[config.mk]
export PLATFORM = sky130hd
export DESIGN_NAME = cnmt_opq
export DESIGN_NICKNAME = d
export VERILOG_FILES = /design/src/sv/cnmt_pkg.sv /design/src/sv/cnmt_opq.sv
export SDC_FILE = /design/constraint.sdc
export NUM_CORES = 1
export LEC_CHECK = 0
export ABC_AREA = 0
export BUFFER_PORTS_ARGS = -buffer_cell sky130_fd_sc_hd__clkbuf_2
export CORE_UTILIZATION = 52
export CTS_BUF_LIST = sky130_fd_sc_hd__clkbuf_16
export CTS_CLUSTER_DIAMETER = 40
export DETAILED_ROUTE_END_ITERATION = 8
export PLACE_DENSITY = 0.82
export SYNTH_ARGS = -nofsm -noshare
export SYNTH_HDL_FRONTEND = slang
export SYNTH_SLANG_ARGS = --single-unit
[constraint.sdc]
create_clock -name clk -period 6.9 [get_ports clk]
set_clock_uncertainty 0.05 [all_clocks]
set_input_delay 0.345 -clock clk [delete_from_list [all_inputs] [get_ports clk]]
set_output_delay 0.345 -clock clk [all_outputs]
set_load 0.02 [all_outputs]
[src/sv/cnmt_pkg.sv]
// Shared types, codes and helpers of the NMT master node monitor.
package cnmt_pkg;

  // Sizing
  localparam int NODE_COUNT_DEF = 128;
  localparam int OPQ_DEPTH      = 2;
  localparam int CFG_W          = 16;

  // Error-control identifier window and frame constants
  localparam logic [10:0] NG_ID_BASE     = 11'h700;
  localparam logic [10:0] NG_ID_LAST     = 11'h77F;
  localparam logic [10:0] NMT_TX_ID      = 11'h000;
  localparam logic [1:0]  NMT_FRAME_LEN  = 2'd2;
  localparam logic [15:0] LOST_TIMEOUT_RST = 16'd3000;

  // Raw heartbeat state values
  localparam logic [6:0] RAW_BOOTUP  = 7'd0;
  localparam logic [6:0] RAW_STOPPED = 7'd4;
  localparam logic [6:0] RAW_OPER    = 7'd5;
  localparam logic [6:0] RAW_PREOP   = 7'h7F;

  // NMT command codes
  localparam logic [7:0] NMT_START      = 8'd1;
  localparam logic [7:0] NMT_STOP       = 8'd2;
  localparam logic [7:0] NMT_PREOP      = 8'd128;
  localparam logic [7:0] NMT_RESET      = 8'd129;
  localparam logic [7:0] NMT_RESET_COMM = 8'd130;

  typedef enum logic [2:0] {
    MODE_FRAME_RX    = 3'd0,
    MODE_SERVICE     = 3'd1,
    MODE_GUARD_START = 3'd2,
    MODE_HB_START    = 3'd3,
    MODE_MON_STOP    = 3'd4,
    MODE_NMT         = 3'd5,
    MODE_QUERY       = 3'd6
  } mode_t;

  typedef enum logic [1:0] {
    KIND_REPLY  = 2'd0,
    KIND_REPORT = 2'd1,
    KIND_TX     = 2'd2
  } kind_t;

  typedef enum logic [2:0] {
    ST_OK        = 3'd0,
    ST_ARG_ERR   = 3'd1,
    ST_LINK_DOWN = 3'd2,
    ST_NOT_PROC  = 3'd3,
    ST_STALE     = 3'd4
  } status_t;

  typedef enum logic [2:0] {
    NS_UNDEF   = 3'd0,
    NS_BOOTUP  = 3'd1,
    NS_STOPPED = 3'd2,
    NS_OPER    = 3'd3,
    NS_PREOP   = 3'd4
  } nstate_t;

  typedef enum logic [1:0] {
    CFG_LINK_UP      = 2'd0,
    CFG_REPORT_EN    = 2'd1,
    CFG_LOST_TIMEOUT = 2'd2
  } cfg_idx_t;

  // Work classes handed from the front end to the back end
  typedef enum logic [2:0] {
    OP_REPLY,
    OP_FRAME,
    OP_SERVICE,
    OP_GUARD,
    OP_HBEAT,
    OP_STOP,
    OP_NMT,
    OP_QUERY
  } op_code_t;

  typedef enum logic [1:0] {
    BK_IDLE,
    BK_EXEC,
    BK_OUT
  } bk_state_t;

  typedef struct packed {
    logic        link_up;
    logic        report_en;
    logic [15:0] lost_timeout;
  } cfg_t;

  typedef struct packed {
    op_code_t    code;
    status_t     status;
    logic [6:0]  node;
    logic [31:0] time_ms;
    logic [6:0]  raw;
    nstate_t     nstate;
    logic [7:0]  cmd;
    logic [31:0] max_age;
  } op_t;

  typedef struct packed {
    nstate_t     nstate;
    logic [31:0] last_seen;
    logic        guard;
    logic        mon;
  } entry_t;

  typedef struct packed {
    kind_t       kind;
    status_t     status;
    logic [6:0]  node;
    nstate_t     nmt_state;
    logic [6:0]  raw_state;
    logic [10:0] tx_id;
    logic        tx_rtr;
    logic [1:0]  tx_len;
    logic [7:0]  tx_byte0;
    logic [7:0]  tx_byte1;
    logic        last;
  } res_t;

  function automatic nstate_t decode_raw(input logic [6:0] raw);
    nstate_t s;
    case (raw)
      RAW_BOOTUP:  s = NS_BOOTUP;
      RAW_STOPPED: s = NS_STOPPED;
      RAW_OPER:    s = NS_OPER;
      RAW_PREOP:   s = NS_PREOP;
      default:     s = NS_UNDEF;
    endcase
    return s;
  endfunction

  // Result with every field that does not apply cleared
  function automatic res_t mk_res(input kind_t k, input status_t st, input logic [6:0] n);
    res_t r;
    r        = '0;
    r.kind   = k;
    r.status = st;
    r.node   = n;
    return r;
  endfunction

endpackage

[src/sv/cnmt_opq.sv]
// Short FIFO of classified ops between the front and back ends.
module cnmt_opq
  import cnmt_pkg::*;
(
  input  logic clk,
  input  logic rst_n,
  input  logic push,
  input  op_t  push_op,
  output logic full,
  input  logic pop,
  output logic head_valid,
  output op_t  head_op
);
  localparam int PW = (OPQ_DEPTH > 1) ? $clog2(OPQ_DEPTH) : 1;
  localparam int CW = $clog2(OPQ_DEPTH + 1);

  op_t           slot_r [OPQ_DEPTH];
  logic [PW-1:0] wp_r, wp_nxt;
  logic [PW-1:0] rp_r, rp_nxt;
  logic [CW-1:0] cnt_r, cnt_nxt;

  assign full       = cnt_r == CW'(OPQ_DEPTH);
  assign head_valid = cnt_r != '0;
  assign head_op    = slot_r[rp_r];

  // Pointer and fill count update
  always_comb begin
    wp_nxt  = wp_r;
    rp_nxt  = rp_r;
    cnt_nxt = cnt_r;
    if (push) begin
      wp_nxt = (wp_r == PW'(OPQ_DEPTH - 1)) ? '0 : wp_r + PW'(1);
    end
    if (pop) begin
      rp_nxt = (rp_r == PW'(OPQ_DEPTH - 1)) ? '0 : rp_r + PW'(1);
    end
    if (push && !pop) begin
      cnt_nxt = cnt_r + CW'(1);
    end else if (pop && !push) begin
      cnt_nxt = cnt_r - CW'(1);
    end
  end

  always_ff @(posedge clk) begin
    if (!rst_n) begin
      wp_r  <= '0;
      rp_r  <= '0;
      cnt_r <= '0;
    end else begin
      wp_r  <= wp_nxt;
      rp_r  <= rp_nxt;
      cnt_r <= cnt_nxt;
    end
  end

  always_ff @(posedge clk) begin
    if (push) begin
      slot_r[wp_r] <= push_op;
    end
  end
endmodule

# Word-level counts from Yosys, hierarchy flattened

Memories as Yosys holds them, arrays and structs flattened. A register that Yosys moved wholly into a read port is not among the register bits.
Cells that the tools add are included.
Widths: inputs -> output; s select.

Bits in registers: 4
RAM bits: 190
Input port bits: 99
Output and inout bits: 97
Word-level logic and storage cells: 23
Memories kept: 1

Add/subtract/negate cells: 4
Eq/ne operators: 1
Mux-type cells: 8
Reduce and logical (&&, ||, !) cells: 6

Memories:

| name   | depth | width | read ports | clocked after Yosys merged registers in | write ports | line           | RTL |
|---|---|---|---|---|---|---|---|
| slot_r | 2     | 95    | 1          | 1                                       | 1           | cnmt_opq.sv:17 | `op_t slot_r [OPQ_DEPTH];` |

Operators by type and width:

| cell                | number |
|---|---|
| $mux 1              | 6 |
| $mux 2              | 2 |
| $reduce_bool 2->1   | 2 |
| $add 1x1->1 const B | 2 |
| $add 2x1->2 const B | 1 |
| $eq 2x2->1 const B  | 1 |
| $logic_and 1x1->1   | 2 |
| $logic_not 1->1     | 2 |
| $sub 2x1->2 const B | 1 |

# Depth between registers and ports, before layout

Depth in word-level cells: 4
Mapped depth: 5
Depth with buffers taken out: 5

# Worst setup path before layout

OpenSTA, ideal clock, no wires.

Path type: register -> register
Start: register wp_r
End: memory slot_r[0][0] (netlist name) (enable)
Setup time: 0.561 ns
Arrival time: 4.526 ns
Required time: 6.289 ns
Slack: 1.763 ns
Stages on the path, launching flop included: 2
Buffers on the path: 0
Period minus slack after synthesis: 5.137 ns
Cell sequence: dfxtp_1 > nor2b_1

RTL lines:

| item                     | line           | RTL |
|---|---|---|
| start: declaration       | cnmt_opq.sv:18 | `logic [PW-1:0] wp_r, wp_nxt;` |
| start signal: assignment | cnmt_opq.sv:50 | `wp_r <= wp_nxt;` |
| end: declaration         | cnmt_opq.sv:17 |  |

No word-level cell before the write port.

==> key figures <==
Global routing
  – GRT overflow: 0
  – Vias in the first global route: 3,744
  – Pin count of the biggest net entering global routing: 57
  – First-pass GRT wire length: 18,950 µm
  – Initial antenna violation count: 0
  – Overall Global Routing Usage: 17.75%

Power and ir drop
  – Peak VDD IR: 0.1744 mV
  – Pwr/cell area: 293.4 mW/mm²
  – P_leak: 3.529 nW

Detailed routing
  – Antenna Nets Post-Route: 0
  – Avg WL per Cell: 17.33 µm
  – DR vias/cell: 5.021
  – Final WL: 12,360 µm
  – Drt drc: 0
  – Routed vias: 3,580
  – Drt pass-1 iters: 4
  – DR iter-0 viols: 238

Yosys
  – Synthesized flop and latch total: 195
  – Post-Syn Area: 0.007284 mm²
  – Synth Warn #: 0
  – Syn Area/Cell: 22.91 µm²
  – Seq/Total Area, Yosys: 79.70%
  – Netlist cell types: 18
  – Cells after Synth: 318
  – Synthesized Nets: 418

Final layout
  – Final std cell area, no fill: 0.008974 mm²
  – Final nets: 624
  – Area delta synth->final: 23.19%
  – Finished Core Util: 66.70%
  – Antenna diodes: 0
  – Layout cells sized above 1: 60.89%

Clock network
  – Post-cts sizing count: 0
  – Clock Path Buffers: 2
  – Clock Latency Late Sink: 0.41 ns
  – Max H-tree Level: 4
  – Clock tree sinks: 195
  – CTS root buf: clkbuf_16
  – Total CTS buffers: 17
  – Clk slew on worst S/H paths: 0.07 ns
  – Post-CTS Setup Bufs: 0
  – CTS tree: built
  – CTS Hold Bufs: 0

Hold path
  – Hold Path Class: input port to register

Critical path
  – CP max FO: 56
  – Critical-path top delay cell: buf_4
  – Max incr delay on CP: 0.80 ns
  – Worst EP arrival: 2.62 ns
  – Critical setup path kind: register to primary output
  – Critical-path cell list: buf_4 -> mux2_2 -> clkbuf_2
  – Setup crit end kind: primary output
  – Worst path required time: 6.50 ns
  – Startpoint types: register

Floorplan
  – Die area: 0.01449 mm²
  – Die W: 120.4 µm
  – Top-Level Pins: 196
  – Starting density of the core: 54.15%
  – Die Span Y: 120.4 µm
  – Core Rows: 42
  – Core Region: 0.01345 mm²

STA
  – Tmin final: 3.013 ns
  – Pins Over Slew Limit: 0
  – Worst rel slew slack: 18.95%
  – Fmax: 0.3318 GHz
  – Setup TNS: 0 ns
  – Final number of setup-violating endpoints: 0
  – Final hold viol count: 0
  – Worst slew pin tran: 1.213 ns
  – Part of the cycle the worst path needs: 43.67%
  – RSZ-0062 raised after global routing: no

Flow run
  – Number of max-cap violations: 0

Placement
  – Placed cell areas: 0.008414 mm²
  – GPL Wtd Cong: 0.7498
  – Detailed Place HPWL: 8330 µm
  – Port bufs: 195

Status
  – Status: completed
-- kinds of logic (layout without fill, tap and decap cells) --
| logic type | count (synthesis) | count (layout) | synth area share, % |
|---|---|---|---|
| AND/OR/NAND/NOR | 9 | 9 | 0.7730 |
| AO/OA/AOI/OAI | 3 | 3 | 0.2748 |
| flip-flops | 195 | 195 | 79.70 |
| XOR/XNOR | 3 | 3 | 0.3608 |
| adder cells (fa/ha/maj) | 1 | 1 | 0.1717 |
| buffers and inverters | 12 | 231 | 1.460 |
| multiplexers | 95 | 95 | 17.26 |
-- area by class of cell --
| cell class | instances | area (µm²) |
|---|---|---|
| tap | 176 | 220.2 |
| timing repair buffer | 198 | 998.5 |
| clock buffer | 17 | 425.4 |
| clock inverter | 15 | 133.9 |
| inverter | 1 | 3.754 |
| fill | 926 | 4479 |
| multi-input combinational | 111 | 1383 |
| sequential | 195 | 5809 |
-- worst max-delay path: cells and delay by family, from the launching register on --
| family | cells | cell delay (ns) |
|---|---|---|
| buffers and inverters | 2 | 0.95 |
| DFF | 1 | 0.74 |
| muxes | 1 | 0.42 |
-- stage by stage --
stage | cells | worst slack [ns] | power (W) | hold WS (ns)
floorplan | 318 | 1.763 | 0.001638 | 0.3939
global placement | 681 | 4.246 | 0.001733 | 0.4217
detailed placement | 681 | 4.166 | 0.001743 | 0.4537
CTS | 713 | 3.855 | 0.002660 | 0.03765
global route | 713 | 3.762 | 0.002729 | 0.03747
finish | 713 | 3.887 | 0.002633 | 0.06336
-- registers in the layout, summed over array words and instances (netlist names), named ones only --
signal	count
wp_r	1
rp_r	1
slot_r	190
cnt_r	2
-- placed cells by master (no fill, tap or decap), drive strengths merged, types with 2 or more instances in the layout --
| cell | synthesis | layout |
|---|---|---|
| clkinv | 0 | 5 |
| mux2 | 95 | 95 |
| clkbuf | 0 | 212 |
| edfxtp | 190 | 190 |
| xor2 | 2 | 2 |
| inv | 1 | 7 |
| buf | 11 | 3 |
| dfxtp | 5 | 5 |
| clkinvlp | 0 | 3 |
| nor2b | 3 | 3 |
| and2 | 4 | 4 |
-- synthesized netlist by cell type (all sizes together) --
library cell,number,area [µm²]
edfxtp,190,5705
nor2b,3,18.77
xnor2,1,8.760
dfxtp,5,100.1
or2,1,6.260
ha,1,12.51
and2,4,25.02
o21ai,1,5.000
xor2,2,17.52
o21a,1,7.510
inv,1,3.750
buf,11,102.6
a21boi,1,7.510
or3,1,6.260
mux2,95,1257
-- per-layer routing --
| metal | part of all wire [%] | track usage (%) | vias up |
|---|---|---|---|
| li1 | - | - | 1668 |
| met4 | 0.91 | 7.485 | 0 |
| met1 | 42 | 21.20 | 1757 |
| met3 | 7.4 | 6.226 | 9 |
| met2 | 50 | 29.31 | 146 |
| met5 | 0 | 0 | - |
-- power breakdown --
group / internal (W) / total [W] / switching [W]
Sequential: 0.00137 / 0.00139 / 0.0000261
Combinational: 0.000141 / 0.000319 / 0.000177
Clock: 0.000501 / 0.000919 / 0.000418
-- final timing paths --
check             slack [ns]                  start  depth (start not counted)                 endpoint
setup reg to reg        4.39      wp_r$_SDFFE_PN0P_                          2  slot_r[0][12]$_DFFE_PP_
setup / recovery        3.89               register                          3              head_op[81]
hold / removal          0.06            push_op[26]                          1  slot_r[0][26]$_DFFE_PP_
hold reg to reg         0.50  cnt_r[1]$_SDFFE_PN0P_                          2    cnt_r[1]$_SDFFE_PN0P_
No activity file was read; power rests on OpenSTA's default activity.
