File: src/sv/cnmt_pkg.sv
// Shared types, codes and helpers of the NMT master node monitor.
package cnmt_pkg;

  // Sizing
  localparam int NODE_COUNT_DEF = 128;
  localparam int OPQ_DEPTH      = 2;
  localparam int CFG_W          = 16;

  // Error-control identifier window and frame constants
  localparam logic [10:0] NG_ID_BASE     = 11'h700;
  localparam logic [10:0] NG_ID_LAST     = 11'h77F;
  localparam logic [10:0] NMT_TX_ID      = 11'h000;
  localparam logic [1:0]  NMT_FRAME_LEN  = 2'd2;
  localparam logic [15:0] LOST_TIMEOUT_RST = 16'd3000;

  // Raw heartbeat state values
  localparam logic [6:0] RAW_BOOTUP  = 7'd0;
  localparam logic [6:0] RAW_STOPPED = 7'd4;
  localparam logic [6:0] RAW_OPER    = 7'd5;
  localparam logic [6:0] RAW_PREOP   = 7'h7F;

  // NMT command codes
  localparam logic [7:0] NMT_START      = 8'd1;
  localparam logic [7:0] NMT_STOP       = 8'd2;
  localparam logic [7:0] NMT_PREOP      = 8'd128;
  localparam logic [7:0] NMT_RESET      = 8'd129;
  localparam logic [7:0] NMT_RESET_COMM = 8'd130;

  typedef enum logic [2:0] {
    MODE_FRAME_RX    = 3'd0,
    MODE_SERVICE     = 3'd1,
    MODE_GUARD_START = 3'd2,
    MODE_HB_START    = 3'd3,
    MODE_MON_STOP    = 3'd4,
    MODE_NMT         = 3'd5,
    MODE_QUERY       = 3'd6
  } mode_t;

  typedef enum logic [1:0] {
    KIND_REPLY  = 2'd0,
    KIND_REPORT = 2'd1,
    KIND_TX     = 2'd2
  } kind_t;

  typedef enum logic [2:0] {
    ST_OK        = 3'd0,
    ST_ARG_ERR   = 3'd1,
    ST_LINK_DOWN = 3'd2,
    ST_NOT_PROC  = 3'd3,
    ST_STALE     = 3'd4
  } status_t;

  typedef enum logic [2:0] {
    NS_UNDEF   = 3'd0,
    NS_BOOTUP  = 3'd1,
    NS_STOPPED = 3'd2,
    NS_OPER    = 3'd3,
    NS_PREOP   = 3'd4
  } nstate_t;

  typedef enum logic [1:0] {
    CFG_LINK_UP      = 2'd0,
    CFG_REPORT_EN    = 2'd1,
    CFG_LOST_TIMEOUT = 2'd2
  } cfg_idx_t;

  // Work classes handed from the front end to the back end
  typedef enum logic [2:0] {
    OP_REPLY,
    OP_FRAME,
    OP_SERVICE,
    OP_GUARD,
    OP_HBEAT,
    OP_STOP,
    OP_NMT,
    OP_QUERY
  } op_code_t;

  typedef enum logic [1:0] {
    BK_IDLE,
    BK_EXEC,
    BK_OUT
  } bk_state_t;

  typedef struct packed {
    logic        link_up;
    logic        report_en;
    logic [15:0] lost_timeout;
  } cfg_t;

  typedef struct packed {
    op_code_t    code;
    status_t     status;
    logic [6:0]  node;
    logic [31:0] time_ms;
    logic [6:0]  raw;
    nstate_t     nstate;
    logic [7:0]  cmd;
    logic [31:0] max_age;
  } op_t;

  typedef struct packed {
    nstate_t     nstate;
    logic [31:0] last_seen;
    logic        guard;
    logic        mon;
  } entry_t;

  typedef struct packed {
    kind_t       kind;
    status_t     status;
    logic [6:0]  node;
    nstate_t     nmt_state;
    logic [6:0]  raw_state;
    logic [10:0] tx_id;
    logic        tx_rtr;
    logic [1:0]  tx_len;
    logic [7:0]  tx_byte0;
    logic [7:0]  tx_byte1;
    logic        last;
  } res_t;

  function automatic nstate_t decode_raw(input logic [6:0] raw);
    nstate_t s;
    case (raw)
      RAW_BOOTUP:  s = NS_BOOTUP;
      RAW_STOPPED: s = NS_STOPPED;
      RAW_OPER:    s = NS_OPER;
      RAW_PREOP:   s = NS_PREOP;
      default:     s = NS_UNDEF;
    endcase
    return s;
  endfunction

  // Result with every field that does not apply cleared
  function automatic res_t mk_res(input kind_t k, input status_t st, input logic [6:0] n);
    res_t r;
    r        = '0;
    r.kind   = k;
    r.status = st;
    r.node   = n;
    return r;
  endfunction

endpackage

File: src/sv/cnmt_in_if.sv
// Input item channel: valid/ready with the item fields.
interface cnmt_in_if;
  logic        valid;
  logic        ready;
  logic [2:0]  mode;
  logic [31:0] time_ms;
  logic [10:0] can_id;
  logic [7:0]  data_byte;
  logic        rtr_flag;
  logic [6:0]  node_id;
  logic [7:0]  command;
  logic [31:0] max_age_ms;

  modport source (
    output valid, mode, time_ms, can_id, data_byte, rtr_flag, node_id, command, max_age_ms,
    input  ready
  );
  modport sink (
    input  valid, mode, time_ms, can_id, data_byte, rtr_flag, node_id, command, max_age_ms,
    output ready
  );
endinterface

File: src/sv/cnmt_front.sv
// Front end: takes input items, range-checks them and classifies them into ops.
module cnmt_front
  import cnmt_pkg::*;
#(
  parameter int NODE_COUNT = NODE_COUNT_DEF
) (
  cnmt_in_if.sink in_ch,
  input  cfg_t    cfg,
  input  logic    q_full,
  output logic    push,
  output op_t     push_op
);
  localparam logic [7:0] NC8 = 8'(NODE_COUNT);

  logic [6:0] fn;
  logic       node_in_tbl;
  logic       fn_in_tbl;
  logic       ctl_ok;
  logic       frame_ok;
  logic       cmd_ok;

  // Transfer whenever the op queue has room
  assign in_ch.ready = !q_full;
  assign push        = in_ch.valid && !q_full;

  assign fn          = in_ch.can_id[6:0];
  assign node_in_tbl = {1'b0, in_ch.node_id} < NC8;
  assign fn_in_tbl   = {1'b0, fn} < NC8;
  assign ctl_ok      = (in_ch.node_id != 7'd0) && node_in_tbl;
  assign frame_ok    = (in_ch.can_id > NG_ID_BASE) && (in_ch.can_id <= NG_ID_LAST) &&
                       !in_ch.rtr_flag && fn_in_tbl;
  assign cmd_ok      = (in_ch.command == NMT_START) || (in_ch.command == NMT_STOP) ||
                       (in_ch.command == NMT_PREOP) || (in_ch.command == NMT_RESET) ||
                       (in_ch.command == NMT_RESET_COMM);

  // Classification; anything settled here becomes a plain status reply
  always_comb begin
    push_op         = '0;
    push_op.code    = OP_REPLY;
    push_op.status  = ST_OK;
    push_op.node    = in_ch.node_id;
    push_op.time_ms = in_ch.time_ms;
    push_op.raw     = in_ch.data_byte[6:0];
    push_op.nstate  = decode_raw(in_ch.data_byte[6:0]);
    push_op.cmd     = in_ch.command;
    push_op.max_age = in_ch.max_age_ms;
    case (in_ch.mode)
      MODE_FRAME_RX: begin
        push_op.node = fn;
        if (frame_ok) begin
          push_op.code = OP_FRAME;
        end else begin
          push_op.status = ST_NOT_PROC;
        end
      end
      MODE_SERVICE: begin
        if (!cfg.link_up) begin
          push_op.status = ST_LINK_DOWN;
        end else if (!node_in_tbl) begin
          push_op.status = ST_ARG_ERR;
        end else begin
          push_op.code = OP_SERVICE;
        end
      end
      MODE_GUARD_START: begin
        if (!cfg.link_up) begin
          push_op.status = ST_LINK_DOWN;
        end else if (!ctl_ok) begin
          push_op.status = ST_ARG_ERR;
        end else begin
          push_op.code = OP_GUARD;
        end
      end
      MODE_HB_START: begin
        if (!ctl_ok) begin
          push_op.status = ST_ARG_ERR;
        end else begin
          push_op.code = OP_HBEAT;
        end
      end
      MODE_MON_STOP: begin
        if (!ctl_ok) begin
          push_op.status = ST_ARG_ERR;
        end else begin
          push_op.code = OP_STOP;
        end
      end
      MODE_NMT: begin
        if (!cmd_ok) begin
          push_op.status = ST_ARG_ERR;
        end else if (!cfg.link_up) begin
          push_op.status = ST_LINK_DOWN;
        end else begin
          push_op.code = OP_NMT;
        end
      end
      MODE_QUERY: begin
        if (!ctl_ok) begin
          push_op.status = ST_ARG_ERR;
        end else begin
          push_op.code = OP_QUERY;
        end
      end
      default: begin
        push_op.status = ST_NOT_PROC;
      end
    endcase
  end
endmodule

File: src/flat_wrapper.sv
// flat-port wrapper written by rule: the top's interface ports become plain ports
module cnmt_front_flat import cnmt_pkg::*;
#(
  parameter int NODE_COUNT = NODE_COUNT_DEF
)
  (cfg, q_full, push, push_op, in_ch_valid, in_ch_mode, in_ch_time_ms, in_ch_can_id, in_ch_data_byte, in_ch_rtr_flag, in_ch_node_id, in_ch_command, in_ch_max_age_ms, in_ch_ready);
  cnmt_in_if in_ch_i ();
  input  cfg_t cfg;
  input  logic q_full;
  output logic push;
  output op_t push_op;
  input wire logic [$bits(in_ch_i.valid)-1:0] in_ch_valid;
  input wire logic [$bits(in_ch_i.mode)-1:0] in_ch_mode;
  input wire logic [$bits(in_ch_i.time_ms)-1:0] in_ch_time_ms;
  input wire logic [$bits(in_ch_i.can_id)-1:0] in_ch_can_id;
  input wire logic [$bits(in_ch_i.data_byte)-1:0] in_ch_data_byte;
  input wire logic [$bits(in_ch_i.rtr_flag)-1:0] in_ch_rtr_flag;
  input wire logic [$bits(in_ch_i.node_id)-1:0] in_ch_node_id;
  input wire logic [$bits(in_ch_i.command)-1:0] in_ch_command;
  input wire logic [$bits(in_ch_i.max_age_ms)-1:0] in_ch_max_age_ms;
  output wire logic [$bits(in_ch_i.ready)-1:0] in_ch_ready;
  assign in_ch_i.valid = in_ch_valid;
  assign in_ch_i.mode = in_ch_mode;
  assign in_ch_i.time_ms = in_ch_time_ms;
  assign in_ch_i.can_id = in_ch_can_id;
  assign in_ch_i.data_byte = in_ch_data_byte;
  assign in_ch_i.rtr_flag = in_ch_rtr_flag;
  assign in_ch_i.node_id = in_ch_node_id;
  assign in_ch_i.command = in_ch_command;
  assign in_ch_i.max_age_ms = in_ch_max_age_ms;
  assign in_ch_ready = in_ch_i.ready;
  cnmt_front #(.NODE_COUNT(NODE_COUNT)) u_core (.in_ch(in_ch_i), .cfg(cfg), .q_full(q_full), .push(push), .push_op(push_op));
endmodule
File: config.mk
export PLATFORM = sky130hd
export DESIGN_NAME = cnmt_front_flat
export DESIGN_NICKNAME = d
export VERILOG_FILES = /design/src/sv/cnmt_pkg.sv /design/src/sv/cnmt_in_if.sv /design/src/sv/cnmt_front.sv /design/src/flat_wrapper.sv
export SDC_FILE = /design/constraint.sdc
export NUM_CORES = 1
export LEC_CHECK = 0
export BUFFER_PORTS_ARGS = -buffer_cell sky130_fd_sc_hd__buf_2
export CAP_MARGIN = 20
export CORE_AREA = 2 2 86 88
export DETAILED_ROUTE_END_ITERATION = 12
export DIE_AREA = 0 0 88 90
export PLACE_DENSITY = 0.6
export REMOVE_ABC_BUFFERS = 1
export SYNTH_ARGS = -nofsm -noshare
export SYNTH_HDL_FRONTEND = slang
export SYNTH_SLANG_ARGS = --single-unit
File: constraint.sdc
create_clock -name vclk -period 4.1
set_input_delay 0.82 -clock vclk [all_inputs]
set_output_delay 0.82 -clock vclk [all_outputs]
set_load 0.03 [all_outputs]
== Yosys cells after proc, flatten, opt, wreduce, memory -nomap -nowiden ==
Cells that the tools add are included.
Widths: inputs -> output; s select.

* Bits in registers: 0
* Bits of input ports: 122
* Output and inout bits: 97
* Word-level logic and storage cells: 47

* Order comparisons: 2
* Eq/ne operators: 14
* Multiplexer cells: 18
* Reduce and logical (&&, ||, !) cells: 13

{| class="wikitable"
|+ Operators with widths
! kind !! number
|-
| $eq 8x8->1 const B || 3
|-
| $mux 3 || 8
|-
| $pmux 3 s7 || 1
|-
| $pmux 3 s5 || 1
|-
| $eq 7x3->1 const B || 2
|-
| $pmux 3 s4 || 1
|-
| $gt 11x11->1 const B || 1
|-
| $le 11x11->1 const B || 1
|-
| $eq 3x3->1 const B || 3
|-
| $eq 8x1->1 const B || 1
|-
| $eq 8x2->1 const B || 1
|-
| $mux 2 || 4
|-
| $eq 7x7->1 const B || 1
|-
| $logic_not 7->1 || 1
|-
| $mux 7 || 1
|-
| $reduce_bool 7->1 || 1
|-
| $eq 3x2->1 const B || 2
|-
| $logic_or 1x1->1 || 4
|-
| $eq 3x1->1 const B || 1
|-
| $logic_and 1x1->1 || 3
|-
| $logic_not 3->1 || 1
|-
| $reduce_or 3->1 || 1
|-
| $logic_not 1->1 || 2
|-
| $mux 1 || 2
|}

== Longest topological paths before layout ==
* Word-level depth: 7
* Depth in mapped cells: 5
* Depth with buffers taken out: 4

== Worst setup path before layout ==
No wires, ideal clock.

* Path kind: input-to-output
* Start: input port in_ch_node_id[2]
* End: output port push_op[89] (netlist bit)
* Data arrival time: 2.232 ns
* Required time: 3.280 ns
* Setup slack: 1.048 ns
* Stages on the path: 4
* Cells stage by stage: or4_1 nor4_4 o21ai_0 o211ai_1

{| class="wikitable"
|+ RTL lines
! item !! RTL line !! text
|-
| start: declaration || flat_wrapper.sv:18 || <nowiki>input wire logic [$bits(in_ch_i.node_id)-1:0] in_ch_node_id;</nowiki>
|-
| end: declaration || flat_wrapper.sv:11 || <nowiki>output op_t push_op;</nowiki>
|}

==> impl_metrics.yaml <==
finish:
  layout.sequential_cells: 0
  antenna_cells: 0
  fin_nets: 248
  layout_commonest_cell: "sky130_fd_sc_hd__buf_2"
  fill_cells: 811
  drive_gt1_share_pct: 68.55
  final_cell_mix: "sky130_fd_sc_hd__buf_2 (72), sky130_fd_sc_hd__mux2_2 (7), sky130_fd_sc_hd__inv_1 (4), sky130_fd_sc_hd__nor2_1 (4)"
  final_instance_area_um2: 885.9
  synthToLayoutAreaGrowth_pct: -12.59
  final-seq-area_um2: 0
  num-clock-buffers: 0
grt:
  overflow: 0
  initial_antenna_violation_count: 0
  globalRouteTotalUtil_pct: 18.24
  first_global_vias: 783
  grt_max_degree: 10
  gr-usage-met3_pct: 22.13
  groute.layer.met2.usage_pct: 37.12
  first_pass_grt_wire_length_um: 9039
  groute.layer.met1.usage_pct: 5.179
  globalRoute.busiestLayer: "met2"
die:
  die-width_um: 88
  initial_core_util_pct: 14.44
  die_height_um: 90
  io_pins: 219
  die_area_um2: 7920
  row_count: 31
  core_um2: 7020
placement:
  dpl.hpwl_um: 7577
  routabilityCongestion: 0.8643
  numPortBuffers: 72
  place_area_um2: 885.9
yosys:
  ys_seq_area_share_pct: 0
  yosys_warnings: 0
  synthDominantAreaCellType: "sky130_fd_sc_hd__buf_4"
  post_synthesis_cells: 135
  post-synth-top-area-fraction_pct: 59.26
  synth.area.top_cells: "sky130_fd_sc_hd__buf_4 (59%), sky130_fd_sc_hd__mux2_2 (7.8%), sky130_fd_sc_hd__a2111oi_4 (2.7%)"
  synth.cell_area_um2: 1013
  synth_cell_types: 32
  synthesis.area_per_instance_um2: 7.507
routing:
  route.detailed.vias_per_inst: 3.897
  drt_first_pass_iters: 4
  detail_route.iter0.violations: 17
  dr_total_vias: 869
  drtAntennaViolNets: 0
  drc: 0
  routed_wirelength_um: 7885
  avgRoutedWirePerCell_um: 35.36
clocking:
  postCtsHoldBufs: 0
  post_cts_buffers: 0
  post_cts_resized: 0
power:
  powerDensity_nw_per_um2: 123.9
  power_leakage_nw: 0.4312
  combPwrFrac_pct: 100.0
  max_vdd_drop_v: 0.00001929
  swShare_pct: 64.79
  clkPwrFrac_pct: 0
  power_frac_seq_pct: 0
  netSwitchingPower_mw: 0.07110
  power.internal_mw: 0.03865
critical_path:
  worst_path_max_delay_cell: "sky130_fd_sc_hd__or4_1"
  worst_path_largest_cell_delay_ns: 0.57
  critical-path-top-delay-family: "simple AND/OR/NAND/NOR gates"
  cp_max_fo: 4
  setup.worst_path.start: "in_ch_node_id[2]"
  cpMostUsedCell: "sky130_fd_sc_hd__buf_2"
  critical_path.cell_chain: "buf_2 > or4_1 > nor4_4 > o21ai_0 > o211ai_1 > buf_2"
  critPathCapture: "push_op[89]"
  kind_of_end_point_of_the_critical_path: "primary output"
  critical_path_required_ns: 3.28
  timing.critical_path.depth: 6
  setup.worst_path.start_class: "input port"
  timing.critical_path.arrival_ns: 2.37
  critical_path_class: "input port to primary output"
  cp.buffers_inverters: 2
sta:
  tns_ns: 0
  slew_headroom_pct: 59.49
  final-setup-viol-count: 0
  part_of_the_cycle_the_worst_path_needs_pct: 77.82
  max_freq_mhz: 313.4
  hold_viol: 0
  final_max_slew_viol_count: 0
  worst_pin_slew_ns: 0.6044
  min_period_ns: 3.191
  grt_setup_unrepaired: "no"
min_path:
  hold_path_class: "input port to primary output"
  timing.hold.worst.start: "in_ch_time_ms[8]"
run_status:
  outcome: "completed"
flow_run:
  timing.max_cap.violations: 0
## layer usage
metal  up-vias  share of wire, %
li1        354                 -
met2       134                56
met4         0               5.7
met5         -                 0
met1       361                10
met3        20                28
## synthesized netlist by cell type, drive strengths merged (2+ instances only)
cell     n
or4      3
inv      4
nor2b    2
nor3     4
buf     80
nand3    3
clkbuf   3
o211ai   2
a21oi    3
nor2     4
mux2     7
nor4     3
## final cells by class
class	instances	area [um^2]	area share, %
inverters	4	15.01	1.695
multi-input cells	48	386.6	43.64
well taps	99	123.9	13.98
repair buffers	72	360.3	40.68
## cell families (layout without fill, tap and decap cells)
kind of cell              Yosys count  in the layout  share of synthesized area [%]
buffers and inverters              87             76                          61.85
muxes                               7              7                          7.778
other                               1              1                         0.3700
xor gates and xnor gates            1              1                         0.8644
and+or+nand+nor                    25             25                          16.42
AOI/OAI and AO/OA                  14             14                          12.72
## how the worst min path moves through the flow
| stage | endpoint | cells after the start | slack (ns) |
|---|---|---|---|
| finish | push_op[58] | 0 | 1.64 |
| global route | push_op[58] | 0 | 1.64 |
| CTS | push_op[58] | 0 | 1.64 |
| detailed placement | push_op[58] | 0 | 1.64 |
| global placement | push_op[58] | 0 | 1.64 |
| floorplan | push_op[0] | 0 | 1.64 |
## power groups by stage
stage,clock network [mW],logic (mW),registers [mW]
after global routing,0,0.118,0
after CTS,0,0.111,0
after detailed placement,0,0.110,0
after global placement,0,0.109,0
after floorplan,0,0.0437,0
final,0,0.110,0
## stage by stage
step,worst slack (ns),instances,hold slack (ns),utilization (%),power [mW]
3_5_place_dp,0.8866,223,1.641,12.62,0.1101
5_1_grt,0.8015,223,1.640,12.62,0.1177
4_1_cts,0.8752,223,1.641,12.62,0.1105
2_1_floorplan,1.048,52,1.640,-,0.04373
6_report,0.9092,223,1.640,12.62,0.1097
3_3_place_gp,0.8945,223,1.641,12.62,0.1088
No activity file was read; power rests on OpenSTA's default activity.
